$ cat src/sv/tfrx_pkg.sv
// shared types and constants of the tail framed receiver
`default_nettype none

package tfrx_pkg;

  // input item: event code and received byte
  typedef struct packed {
    logic       command;
    logic [7:0] rx_byte;
  } in_item_t;

  // result item
  typedef struct packed {
    logic       tx_valid;
    logic [7:0] tx_byte;
    logic       frame_done;
    logic [6:0] frame_size;
    logic       overflow;
  } out_item_t;

  // event codes
  localparam logic CMD_RX_BYTE  = 1'b0;
  localparam logic CMD_TX_READY = 1'b1;

  // configuration register indexes
  localparam int CFG_INDEX_W = 1;
  localparam logic [CFG_INDEX_W-1:0] REG_TAIL_FIRST  = 1'b0;
  localparam logic [CFG_INDEX_W-1:0] REG_TAIL_SECOND = 1'b1;

  localparam logic [7:0] TAIL_FIRST_RESET  = 8'd13;
  localparam logic [7:0] TAIL_SECOND_RESET = 8'd10;

  // operation passed from the front to the back, addresses travel beside it
  typedef struct packed {
    logic       wr;
    logic       rd;
    logic       send;
    logic       done;
    logic       ovf;
    logic [7:0] wdata;
    logic [6:0] len;
  } op_t;

  localparam int QUEUE_DEPTH = 4;

endpackage

`default_nettype wire

$ cat src/sv/tail_framed_receiver_with_echo.sv
// frame receiver with two-byte terminator and echo of completed frames
//
// in channel (in_valid/in_ready/in_item) carries one event per item: a
// received byte or a transmitter-free notice. out channel
// (out_valid/out_ready/out_item) carries at most one result per event.
// bytes gather into one of two banks of BUF_DEPTH bytes; a frame ends on the
// configured terminator pair, never matched on its first byte.
// cfg_write/cfg_index/cfg_data set the two terminator bytes (13, 10 at reset).
// throughput: one item per cycle sustained while out_ready stays high. the front
// updates all frame and echo state in the accept cycle and pushes any resulting
// memory operation into a four-entry queue; the back pops one operation a cycle
// unless a result waits on a stalled receiver, does the bank write and read, and
// registers the result. with an empty queue an operation is written into the
// queue, then popped by the back and registered there as out_valid rises.
// when the receiver stalls, write-only operations still drain; once the
// queue fills, in_ready drops until results move again.
// reset (synchronous) returns the terminator, frame state and queue to idle;
// the bank memory is not cleared and needs no clearing pass.
`default_nettype none

module tail_framed_receiver_with_echo
  import tfrx_pkg::*;
#(
  parameter int BUF_DEPTH = 64
) (
  input  wire logic                   clk,
  input  wire logic                   rst,
  input  wire logic                   in_valid,
  output logic                        in_ready,
  input  wire in_item_t               in_item,
  output logic                        out_valid,
  input  wire logic                   out_ready,
  output out_item_t                   out_item,
  input  wire logic                   cfg_write,
  input  wire logic [CFG_INDEX_W-1:0] cfg_index,
  input  wire logic [7:0]             cfg_data
);

  localparam int AW = $clog2(2 * BUF_DEPTH);
  localparam int QW = $bits(op_t) + 2 * AW;

  logic          push, push_ready;
  op_t           f_op, b_op;
  logic [AW-1:0] f_waddr, f_raddr, b_waddr, b_raddr;
  logic          q_valid, q_ready;
  logic [QW-1:0] q_data;

  tfrx_front #(
    .BUF_DEPTH(BUF_DEPTH),
    .AW       (AW)
  ) u_front (
    .clk       (clk),
    .rst       (rst),
    .in_valid  (in_valid),
    .in_ready  (in_ready),
    .in_item   (in_item),
    .cfg_write (cfg_write),
    .cfg_index (cfg_index),
    .cfg_data  (cfg_data),
    .push      (push),
    .push_ready(push_ready),
    .op        (f_op),
    .waddr     (f_waddr),
    .raddr     (f_raddr)
  );

  tfrx_queue #(
    .WIDTH(QW)
  ) u_queue (
    .clk     (clk),
    .rst     (rst),
    .wr_valid(push),
    .wr_ready(push_ready),
    .wr_data ({f_op, f_waddr, f_raddr}),
    .rd_valid(q_valid),
    .rd_ready(q_ready),
    .rd_data (q_data)
  );

  assign {b_op, b_waddr, b_raddr} = q_data;

  tfrx_back #(
    .BUF_DEPTH(BUF_DEPTH),
    .AW       (AW)
  ) u_back (
    .clk      (clk),
    .rst      (rst),
    .op_valid (q_valid),
    .op_ready (q_ready),
    .op       (b_op),
    .waddr    (b_waddr),
    .raddr    (b_raddr),
    .out_valid(out_valid),
    .out_ready(out_ready),
    .out_item (out_item)
  );

endmodule

`default_nettype wire

$ cat src/sv/tfrx_front.sv
// front part: frame tracking, terminator match, echo bookkeeping
`default_nettype none

module tfrx_front
  import tfrx_pkg::*;
#(
  parameter int BUF_DEPTH = 64,
  parameter int AW        = $clog2(2 * BUF_DEPTH)
) (
  input  wire logic                   clk,
  input  wire logic                   rst,
  input  wire logic                   in_valid,
  output logic                        in_ready,
  input  wire in_item_t               in_item,
  input  wire logic                   cfg_write,
  input  wire logic [CFG_INDEX_W-1:0] cfg_index,
  input  wire logic [7:0]             cfg_data,
  output logic                        push,
  input  wire logic                   push_ready,
  output op_t                         op,
  output logic [AW-1:0]               waddr,
  output logic [AW-1:0]               raddr
);

  localparam int CW = $clog2(BUF_DEPTH + 1);

  typedef enum logic [1:0] {
    PH_READY,
    PH_RECEIVING,
    PH_HALF,
    PH_TAIL
  } phase_t;

  phase_t        rx_phase, rx_phase_next;
  logic [CW-1:0] rx_count, rx_count_next;
  logic          rx_overflowed, rx_overflowed_next;
  logic          bank_select, bank_select_next;
  logic [CW-1:0] tx_remaining, tx_remaining_next;
  logic [CW-1:0] tx_index, tx_index_next;
  logic [7:0]    tail_first, tail_second;

  logic          accept;
  logic          start;
  logic          complete;
  logic [CW-1:0] base_count;
  logic          base_ovf;
  logic [CW-1:0] count_new;
  logic          ovf_new;

  function automatic logic [AW-1:0] bank_addr(input logic bank, input logic [CW-1:0] idx);
    logic [AW-1:0] a;
    a = AW'(idx);
    if (bank) a = a + AW'(BUF_DEPTH);
    return a;
  endfunction

  assign in_ready = push_ready;
  assign accept   = in_valid && in_ready;

  always_comb begin
    rx_phase_next      = rx_phase;
    rx_count_next      = rx_count;
    rx_overflowed_next = rx_overflowed;
    bank_select_next   = bank_select;
    tx_remaining_next  = tx_remaining;
    tx_index_next      = tx_index;
    push               = 1'b0;
    op                 = '0;
    waddr              = '0;
    raddr              = '0;
    start              = (rx_phase == PH_READY) || (rx_phase == PH_TAIL);
    base_count         = start ? '0 : rx_count;
    base_ovf           = start ? 1'b0 : rx_overflowed;
    count_new          = base_count;
    ovf_new            = base_ovf;
    complete           = 1'b0;

    if (accept) begin
      if (in_item.command == CMD_TX_READY) begin
        if (tx_remaining != '0) begin
          push              = 1'b1;
          op.send           = 1'b1;
          op.rd             = tx_index < CW'(BUF_DEPTH);
          raddr             = bank_addr(~bank_select, tx_index);
          tx_remaining_next = tx_remaining - 1'b1;
          if (op.rd) tx_index_next = tx_index + 1'b1;
        end
      end else begin
        if (base_count < CW'(BUF_DEPTH)) begin
          op.wr     = 1'b1;
          op.wdata  = in_item.rx_byte;
          waddr     = bank_addr(bank_select, base_count);
          count_new = base_count + 1'b1;
        end else begin
          ovf_new = 1'b1;
        end
        rx_count_next      = count_new;
        rx_overflowed_next = ovf_new;

        unique case (rx_phase)
          PH_READY, PH_TAIL: rx_phase_next = PH_RECEIVING;
          PH_RECEIVING: begin
            if (in_item.rx_byte == tail_first) rx_phase_next = PH_HALF;
          end
          PH_HALF: begin
            priority if (in_item.rx_byte == tail_second) begin
              rx_phase_next = PH_TAIL;
              complete      = 1'b1;
            end else if (in_item.rx_byte == tail_first) begin
              rx_phase_next = PH_HALF;
            end else begin
              rx_phase_next = PH_RECEIVING;
            end
          end
          default: rx_phase_next = PH_RECEIVING;
        endcase

        if (complete) begin
          op.done = 1'b1;
          op.len  = 7'(count_new);
          op.ovf  = ovf_new;
          // echo starts only when the transmitter side is idle
          if (tx_remaining == '0 && count_new != '0) begin
            op.send           = 1'b1;
            op.rd             = 1'b1;
            raddr             = bank_addr(bank_select, '0);
            tx_remaining_next = count_new - 1'b1;
            tx_index_next     = CW'(1);
            bank_select_next  = ~bank_select;
          end
        end
        push = op.wr || complete;
      end
    end
  end

  always_ff @(posedge clk) begin
    if (rst) begin
      rx_phase      <= PH_READY;
      rx_count      <= '0;
      rx_overflowed <= 1'b0;
      bank_select   <= 1'b0;
      tx_remaining  <= '0;
      tx_index      <= '0;
      tail_first    <= TAIL_FIRST_RESET;
      tail_second   <= TAIL_SECOND_RESET;
    end else begin
      rx_phase      <= rx_phase_next;
      rx_count      <= rx_count_next;
      rx_overflowed <= rx_overflowed_next;
      bank_select   <= bank_select_next;
      tx_remaining  <= tx_remaining_next;
      tx_index      <= tx_index_next;
      if (cfg_write) begin
        unique case (cfg_index)
          REG_TAIL_FIRST:  tail_first  <= cfg_data;
          REG_TAIL_SECOND: tail_second <= cfg_data;
          default: ;
        endcase
      end
    end
  end

endmodule

`default_nettype wire

$ cat src/sv/tfrx_queue.sv
// short fifo of operations between the front and the back
`default_nettype none

module tfrx_queue
  import tfrx_pkg::*;
#(
  parameter int WIDTH = 16
) (
  input  wire logic             clk,
  input  wire logic             rst,
  input  wire logic             wr_valid,
  output logic                  wr_ready,
  input  wire logic [WIDTH-1:0] wr_data,
  output logic                  rd_valid,
  input  wire logic             rd_ready,
  output logic [WIDTH-1:0]      rd_data
);

  localparam int PW = $clog2(QUEUE_DEPTH);

  logic [WIDTH-1:0] slots [QUEUE_DEPTH];
  logic [PW-1:0]    head, tail;
  logic [PW:0]      fill;
  logic             do_wr, do_rd;

  assign wr_ready = fill != (PW + 1)'(QUEUE_DEPTH);
  assign rd_valid = fill != '0;
  assign rd_data  = slots[head];
  assign do_wr    = wr_valid && wr_ready;
  assign do_rd    = rd_valid && rd_ready;

  always_ff @(posedge clk) begin
    if (do_wr) slots[tail] <= wr_data;
  end

  always_ff @(posedge clk) begin
    if (rst) begin
      head <= '0;
      tail <= '0;
      fill <= '0;
    end else begin
      if (do_wr) tail <= (tail == PW'(QUEUE_DEPTH - 1)) ? '0 : tail + 1'b1;
      if (do_rd) head <= (head == PW'(QUEUE_DEPTH - 1)) ? '0 : head + 1'b1;
      unique case ({do_wr, do_rd})
        2'b10:   fill <= fill + 1'b1;
        2'b01:   fill <= fill - 1'b1;
        default: fill <= fill;
      endcase
    end
  end

endmodule

`default_nettype wire

$ cat src/sv/tfrx_back.sv
// back part: frame bank memory and result register
`default_nettype none

module tfrx_back
  import tfrx_pkg::*;
#(
  parameter int BUF_DEPTH = 64,
  parameter int AW        = $clog2(2 * BUF_DEPTH)
) (
  input  wire logic          clk,
  input  wire logic          rst,
  input  wire logic          op_valid,
  output logic               op_ready,
  input  wire op_t           op,
  input  wire logic [AW-1:0] waddr,
  input  wire logic [AW-1:0] raddr,
  output logic               out_valid,
  input  wire logic          out_ready,
  output out_item_t          out_item
);

  logic [7:0] frame_banks [2 * BUF_DEPTH];
  logic [7:0] rd_data;
  logic       has_result;
  logic       out_free;
  logic       pop;
  logic       res_send, res_rd, res_done, res_ovf;
  logic [6:0] res_len;

  assign has_result = op.send || op.done;
  assign out_free   = !out_valid || out_ready;
  // write-only items drain even while a result waits
  assign op_ready   = !has_result || out_free;
  assign pop        = op_valid && op_ready;

  always_ff @(posedge clk) begin
    if (pop && op.wr) frame_banks[waddr] <= op.wdata;
    if (pop && op.rd) rd_data <= frame_banks[raddr];
  end

  always_ff @(posedge clk) begin
    if (rst) begin
      out_valid <= 1'b0;
    end else if (out_free) begin
      out_valid <= pop && has_result;
    end
  end

  always_ff @(posedge clk) begin
    if (pop && has_result) begin
      res_send <= op.send;
      res_rd   <= op.rd;
      res_done <= op.done;
      res_len  <= op.len;
      res_ovf  <= op.ovf;
    end
  end

  always_comb begin
    out_item            = '0;
    out_item.tx_valid   = res_send;
    out_item.tx_byte    = res_rd ? rd_data : 8'd0;
    out_item.frame_done = res_done;
    out_item.frame_size = res_done ? res_len : 7'd0;
    out_item.overflow   = res_done && res_ovf;
  end

endmodule

`default_nettype wire

$ cat config.mk
export PLATFORM = sky130hd
export DESIGN_NAME = tail_framed_receiver_with_echo
export DESIGN_NICKNAME = d
export VERILOG_FILES = /design/src/sv/tfrx_pkg.sv /design/src/sv/tail_framed_receiver_with_echo.sv /design/src/sv/tfrx_front.sv /design/src/sv/tfrx_queue.sv /design/src/sv/tfrx_back.sv
export SDC_FILE = /design/constraint.sdc
export NUM_CORES = 2
export LEC_CHECK = 0
export BUFFER_PORTS_ARGS = -buffer_cell sky130_fd_sc_hd__buf_4
export CAP_MARGIN = 20
export CORE_UTILIZATION = 50
export CTS_CLUSTER_SIZE = 8
export DETAILED_ROUTE_END_ITERATION = 10
export PLACE_DENSITY = 0.75
export RECOVER_POWER = 50
export SYNTH_ARGS = -nofsm -noshare
export SYNTH_HDL_FRONTEND = slang
export SYNTH_SLANG_ARGS = --single-unit
$ cat constraint.sdc
create_clock -name clk -period 10.5 [get_ports clk]
set_input_delay 2.1 -clock clk [delete_from_list [all_inputs] [get_ports clk]]
set_output_delay 2.1 -clock clk [all_outputs]
set_load 0.03 [all_outputs]
# Word level (Yosys, flattened, before mapping)
# Memories as Yosys holds them, arrays and structs flattened. A register that Yosys moved wholly into a read port is not among the register bits.
# Index checks and enable logic that the tools add are counted.
word_totals:
  register_bits: 60
  latchBits: 0
  ram_bits: 1160
  rom_bits: 0
  inputBits: 23
  out_inout_bits: 20
  wordCells: 138
  n_memories: 2
mem_list:
  columns: ["name", "depth", "word_bits", "read_ports", "rd_ports_with_merged_regs", "write_ports", "line_no", "text"]
  rows:
  - ["u_back.frame_banks", 128, 8, 1, 1, 1, "tfrx_back.sv:22", "logic [7:0] frame_banks [2 * BUF_DEPTH];"]
  - ["u_queue.slots", 4, 34, 1, 1, 1, "tfrx_queue.sv:21", "logic [WIDTH-1:0] slots [QUEUE_DEPTH];"]
op_classes:
  n_addsub: 10
  multipliers: 0
  div_mod_pow: 0
  order_cmp: 2
  eq_ne: 13
  shift: 0
  n_mux: 60
  bitwise_logic: 3
  n_reduce_logical: 31
ops:
  columns: ["operator", "n"]
  rows:
  - ["two-way mux 7 bit", 26]
  - ["two-way mux 2 bit", 10]
  - ["two-way mux 20 bit", 1]
  - ["two-way mux 1 bit", 17]
  - ["two-way mux 17 bit", 1]
  - ["equality test 8 bit", 2]
  - ["two-way mux 8 bit", 2]
  - ["adder 7 x 1 -> 7 bit, second input constant", 2]
  - ["adder 7 bit, second input constant", 2]
  - ["less-than comparator 7 bit, second input constant", 2]
  - ["nonzero test 7 bit", 2]
  - ["subtractor 7 x 1 -> 7 bit, second input constant", 2]
  - ["equality test 2 bit, second input constant", 5]
  - ["logical AND 1 bit", 8]
  - ["AND reduction 4 bit", 2]
  - ["logical NOT 7 bit", 1]
  - ["inequality test 2 x 1 -> 1 bit, second input constant", 3]
  - ["one-hot mux 2 bit (3 select lines)", 1]
  - ["one-hot mux 3 bit (2 select lines)", 1]
  - ["AND reduction 2 bit", 3]
  - ["nonzero test 2 bit", 3]
  - ["logical OR 1 bit", 5]
  - ["AND reduction 5 bit", 1]
  - ["adder 2 x 1 -> 2 bit, second input constant", 2]
  - ["other kinds (11)", 15]

# Longest topological paths before layout
depth:
  ltp_word: 13
  ltp_mapped: 16
  ltp_nobuf: 15

# Modules after synthesis
# A second synthesis with hierarchy kept.
hier_totals:
  hier_cells: 2271
  hier_area_um2: 48405.2
by_module_without_submodules:
  columns: ["module", "instances", "cells_each", "area_per_inst_um2", "seq_area_each_um2"]
  rows:
  - ["tfrx_back", 1, 1665, 40218.6, 31340.1]
  - ["tfrx_queue", 1, 230, 5391.4, 4264.1]
  - ["tfrx_front", 1, 376, 2795.2, 820.8]

# Worst setup path after synthesis
# No wires, ideal clock.
synth_path:
  kind: "in2reg"
  start: "input in_item[8] in the netlist's numbering"
  end: "register u_queue.fill[2]"
  setup_time_ns: 0.070
  arrival_ns: 4.737
  required_ns: 10.430
  path_slack_ns: 5.692
  cell_stages: 14
  n_path_buf: 2
  path_cell_list: "clkbuf_1 inv_1 and3_1 nand4_1 inv_1 or3_1 clkbuf_1 inv_1 ha_1 inv_1 fa_1 xor2_1 or3_1 a21oi_1"
synth_between:
  elab_chain_cells: 5
  word_cells_on_any_way: 7
  classes_between: "eq/ne: 2; mux: 3; reduce/logical: 2"
synth_lines:
  columns: ["element", "line_no", "text"]
  rows:
  - ["from (decl)", "tail_framed_receiver_with_echo.sv:30", "input wire in_item_t in_item,"]
  - ["two-way mux 1 bit (*)", "tfrx_front.sv:79", "if (in_item.command == CMD_TX_READY) begin"]
  - ["two-way mux 1 bit (*)", "tfrx_front.sv:78", "if (accept) begin"]
  - ["logical AND 1 bit (*)", "tfrx_queue.sv:29", "assign do_wr = wr_valid && wr_ready;"]
  - ["equality test 2 x 1 -> 1 bit or equality test 2 bit (tied branches)", "tfrx_queue.sv:44", "unique case ({do_wr, do_rd})"]
  - ["one-hot mux 3 bit (2 select lines) or nonzero test 2 bit (tied branches)", null, null]
  - ["to (signal assigned)", "tfrx_queue.sv:45", "2'b10: fill <= fill + 1'b1;"]
  - ["to (signal assigned)", "tfrx_queue.sv:46", "2'b01: fill <= fill - 1'b1;"]
  - ["to (signal assigned)", "tfrx_queue.sv:47", "default: fill <= fill;"]
  - ["to (decl)", "tfrx_queue.sv:23", "logic [PW:0] fill;"]
# Mark *: on every way between the ends. The rest lies on a longest branch, timed or not.
# A chain may end at the register's enable or synchronous reset.

==> run metrics <==
H-tree depth 4; yosys synthesis warning count 0; post-synthesis sequential area ratio 74.4%; Port-buffer cells 42; status complete, but fails checks; Fillers 7182; initial antenna violation count 3; compound-gate portion of the synthesized area 6.81%; slowest cell delay on critical path 2.55 ns; failing checks design-rule violations, max-capacitance violations, max-slew violations; CTS sink cnt 1230; CTS tree done; Die W 315 um; Setup Skew 0.0299 ns; die area 99200 um^2; unrepaired setup endpoints after global routing no; clk_lat worst skew 0.75 ns; post-CTS sizing 0; detailed-route wire length 115000 um; DRC 6; dominant synthesized flop cell edfxtp_1; Num CTS Buffers 172; Post-Synth Simple-Gate Area 8.09%; CP startpoint kind flop; area of the multi-input gates 11700 um^2; Ports 43; 1st-iter DRT viols 3211; LEAKAGE 18.3 nW; hold_sp u_front.tail_first[6]$_SDFFE_PP0P_; DR WL/cell 25.3 um; dpl cells 4334; mux contribution to synthesized area 8.15%; post-synth net total 3199; final-report setup violation count 0; synthesized instance count 3163; area taken by flip-flops and latches 36400 um^2; VDD IR-drop max 0.243 mV; final std cells w/o fill 4547; Layout area overhead 12.3%; arrival time of the worst setup path 7.16 ns; Yosys cell types 63; minimum clock period 7.15 ns; largest family of logic cells by synthesized area multiplexers; Vias/cell 6.17; total congestion overflow 0; clock slew at reported path FFs 0.05 ns; pin count of the biggest net entering global routing 169; Synth Cell Area 49000 um^2; ratio of cells with drive above 1 in the final layout 9.97%; Fin. Hold Viols 0; critical path peak fanout 72; die height 315 um; hpwl dp 65400 um; Core Region 96900 um^2; Slew Viols, Final 174; vias in the first global route 27623; Initial Utilization 50.6%; GPL Wtd Cong 0.875; xor-xnor portion of the synthesized cell area 0.358%; Slew @ Worst Pin 3.54 ns; crit-path cells clkbuf_1 -> mux4_2 -> clkbuf_1; relative slew slack -136%; crit-path most repeated cell clkbuf_1; Crit Path Category flop to flop; fraction of the cycle the final worst path needs 68.1%; final setup TNS 0 ns; asr flop ratio synth 0%; slowest CP cell clkbuf_1; Post-Synth Adder-Cell Area 0.347%; #FFs+latches synth 1230; Post-CTS Setup Repair Bufs 0; Site Rows 114; ANT nets after route 0; first-pass GRT wire length 172000 um; clk root buf clkbuf_16; Hold Crit Class flop to flop; Core Util, Final 56.8%; Max-cap violations 3; EDFF count, synth 1179; Nets 3268; Bufs on Longest Clock Path 3; Worst Setup End Kind flop; total number of vias 28054; Worst EP required 10.51 ns; All-Layer GR Usage 23.1%; # hold bufs at CTS 0; Mapped Avg Cell Area 15.5 um^2; DR pass1 iterations 9; Max Freq 0.140 GHz; P per Cell Area 262 nW/um^2
## metrics by stage
step           cell area [um^2]  hold slack, ns  power [mW]  worst slack (ns)
2_1_floorplan             49000           0.441        8.33              5.69
3_3_place_gp              50400           0.455        9.48              4.86
3_5_place_dp              50400           0.462        9.54              4.71
4_1_cts                   55100           0.468        14.4              5.38
5_1_grt                   55000           0.496        14.9              2.55
6_report                  55000           0.464        14.4              3.35
## where the power goes
part	internal, mW	total, mW	switching [mW]
combinational	0.924	3.42	2.49
sequential	6.04	6.10	0.0590
clock	2.99	4.92	1.93
## area by class of cell
type | instances | area share (%)
Multi-Input combinational cell | 1740 | 21.3
Antenna cell | 2 | 0.00910
Inverter | 18 | 0.123
Clock buffer | 198 | 8.10
Sequential cell | 1230 | 66.2
Clock inverter | 13 | 0.444
Timing Repair Buffer | 70 | 0.919
Tap cell | 1276 | 2.90
## cell usage after synthesis (27+ instances only)
cell type,number,area share (%)
and2_1,46,0.59
a21boi_0,30,0.46
clkbuf_1,90,0.69
mux4_2,33,1.5
nor2_1,185,1.4
buf_2,44,0.45
mux2i_1,301,6.2
a32oi_1,129,2.3
edfxtp_1,1179,72
a21oi_1,107,1.1
dfxtp_1,51,2.1
a22oi_1,79,1.2
nand3_1,56,0.57
nand2_1,475,3.6
nor4_1,27,0.34
## logic make-up (layout without fill, tap and decap cells)
kind of cell    after synthesis  after routing
other cells                   0              2
compound gates              453            453
flops                      1230           1230
xor+xnor                     20             20
buf+inv                     193            299
fa+ha+maj                    13             13
simple gates                899            899
mux                         355            355
## final timing paths
path | cells past startpoint | slack [ns] | to
min | 2 | 0.46 | u_front.tail_first[6]$_SDFFE_PP0P_
min reg2reg | 2 | 0.46 | u_front.tail_first[6]$_SDFFE_PP0P_
max reg2reg | 3 | 3.35 | u_back.frame_banks[16][6]$_DFFE_PP_
max | 3 | 3.35 | u_back.frame_banks[16][6]$_DFFE_PP_
## cell usage in the layout (no fill, tap or decap), types with 30 or more instances in the layout
cell | netlist | layout
buf_4 | 16 | 56
dfxtp_1 | 51 | 49
a21oi_1 | 107 | 107
nor2_1 | 185 | 184
edfxtp_1 | 1179 | 1179
clkbuf_16 | 0 | 174
nand3_1 | 56 | 56
clkbuf_1 | 90 | 35
a22oi_1 | 79 | 79
mux4_2 | 33 | 32
a32oi_1 | 129 | 129
nand2_1 | 475 | 469
mux2i_1 | 301 | 301
a21boi_0 | 30 | 30
## sequential cells by signal (all words and copies together) (netlist names), 2 cells and up, named ones only
name	flops
u_back.rd_data	8
u_back.frame_banks	1024
u_front.rx_count	7
u_front.tail_second	8
u_front.tail_first	8
u_back.res_len	7
u_front.tx_remaining	7
u_front.rx_phase	2
u_queue.fill	3
u_queue.head	2
u_front.tx_index	7
u_queue.tail	2
u_queue.slots	136
## critical path: cells and delay by family (launching register included)
family	cells	cell delay [ns]
buffers and inverters	2	4.61
muxes	1	1.41
DFF	1	0.30
## per-layer routing
metal | share of wire [%] | global-route usage [%]
met2 | 47 | 36.6
met3 | 9.6 | 4.65
met1 | 40 | 31.6
met5 | 0.032 | 0
met4 | 3.4 | 9.08
(Power assumes the default switching activity.)
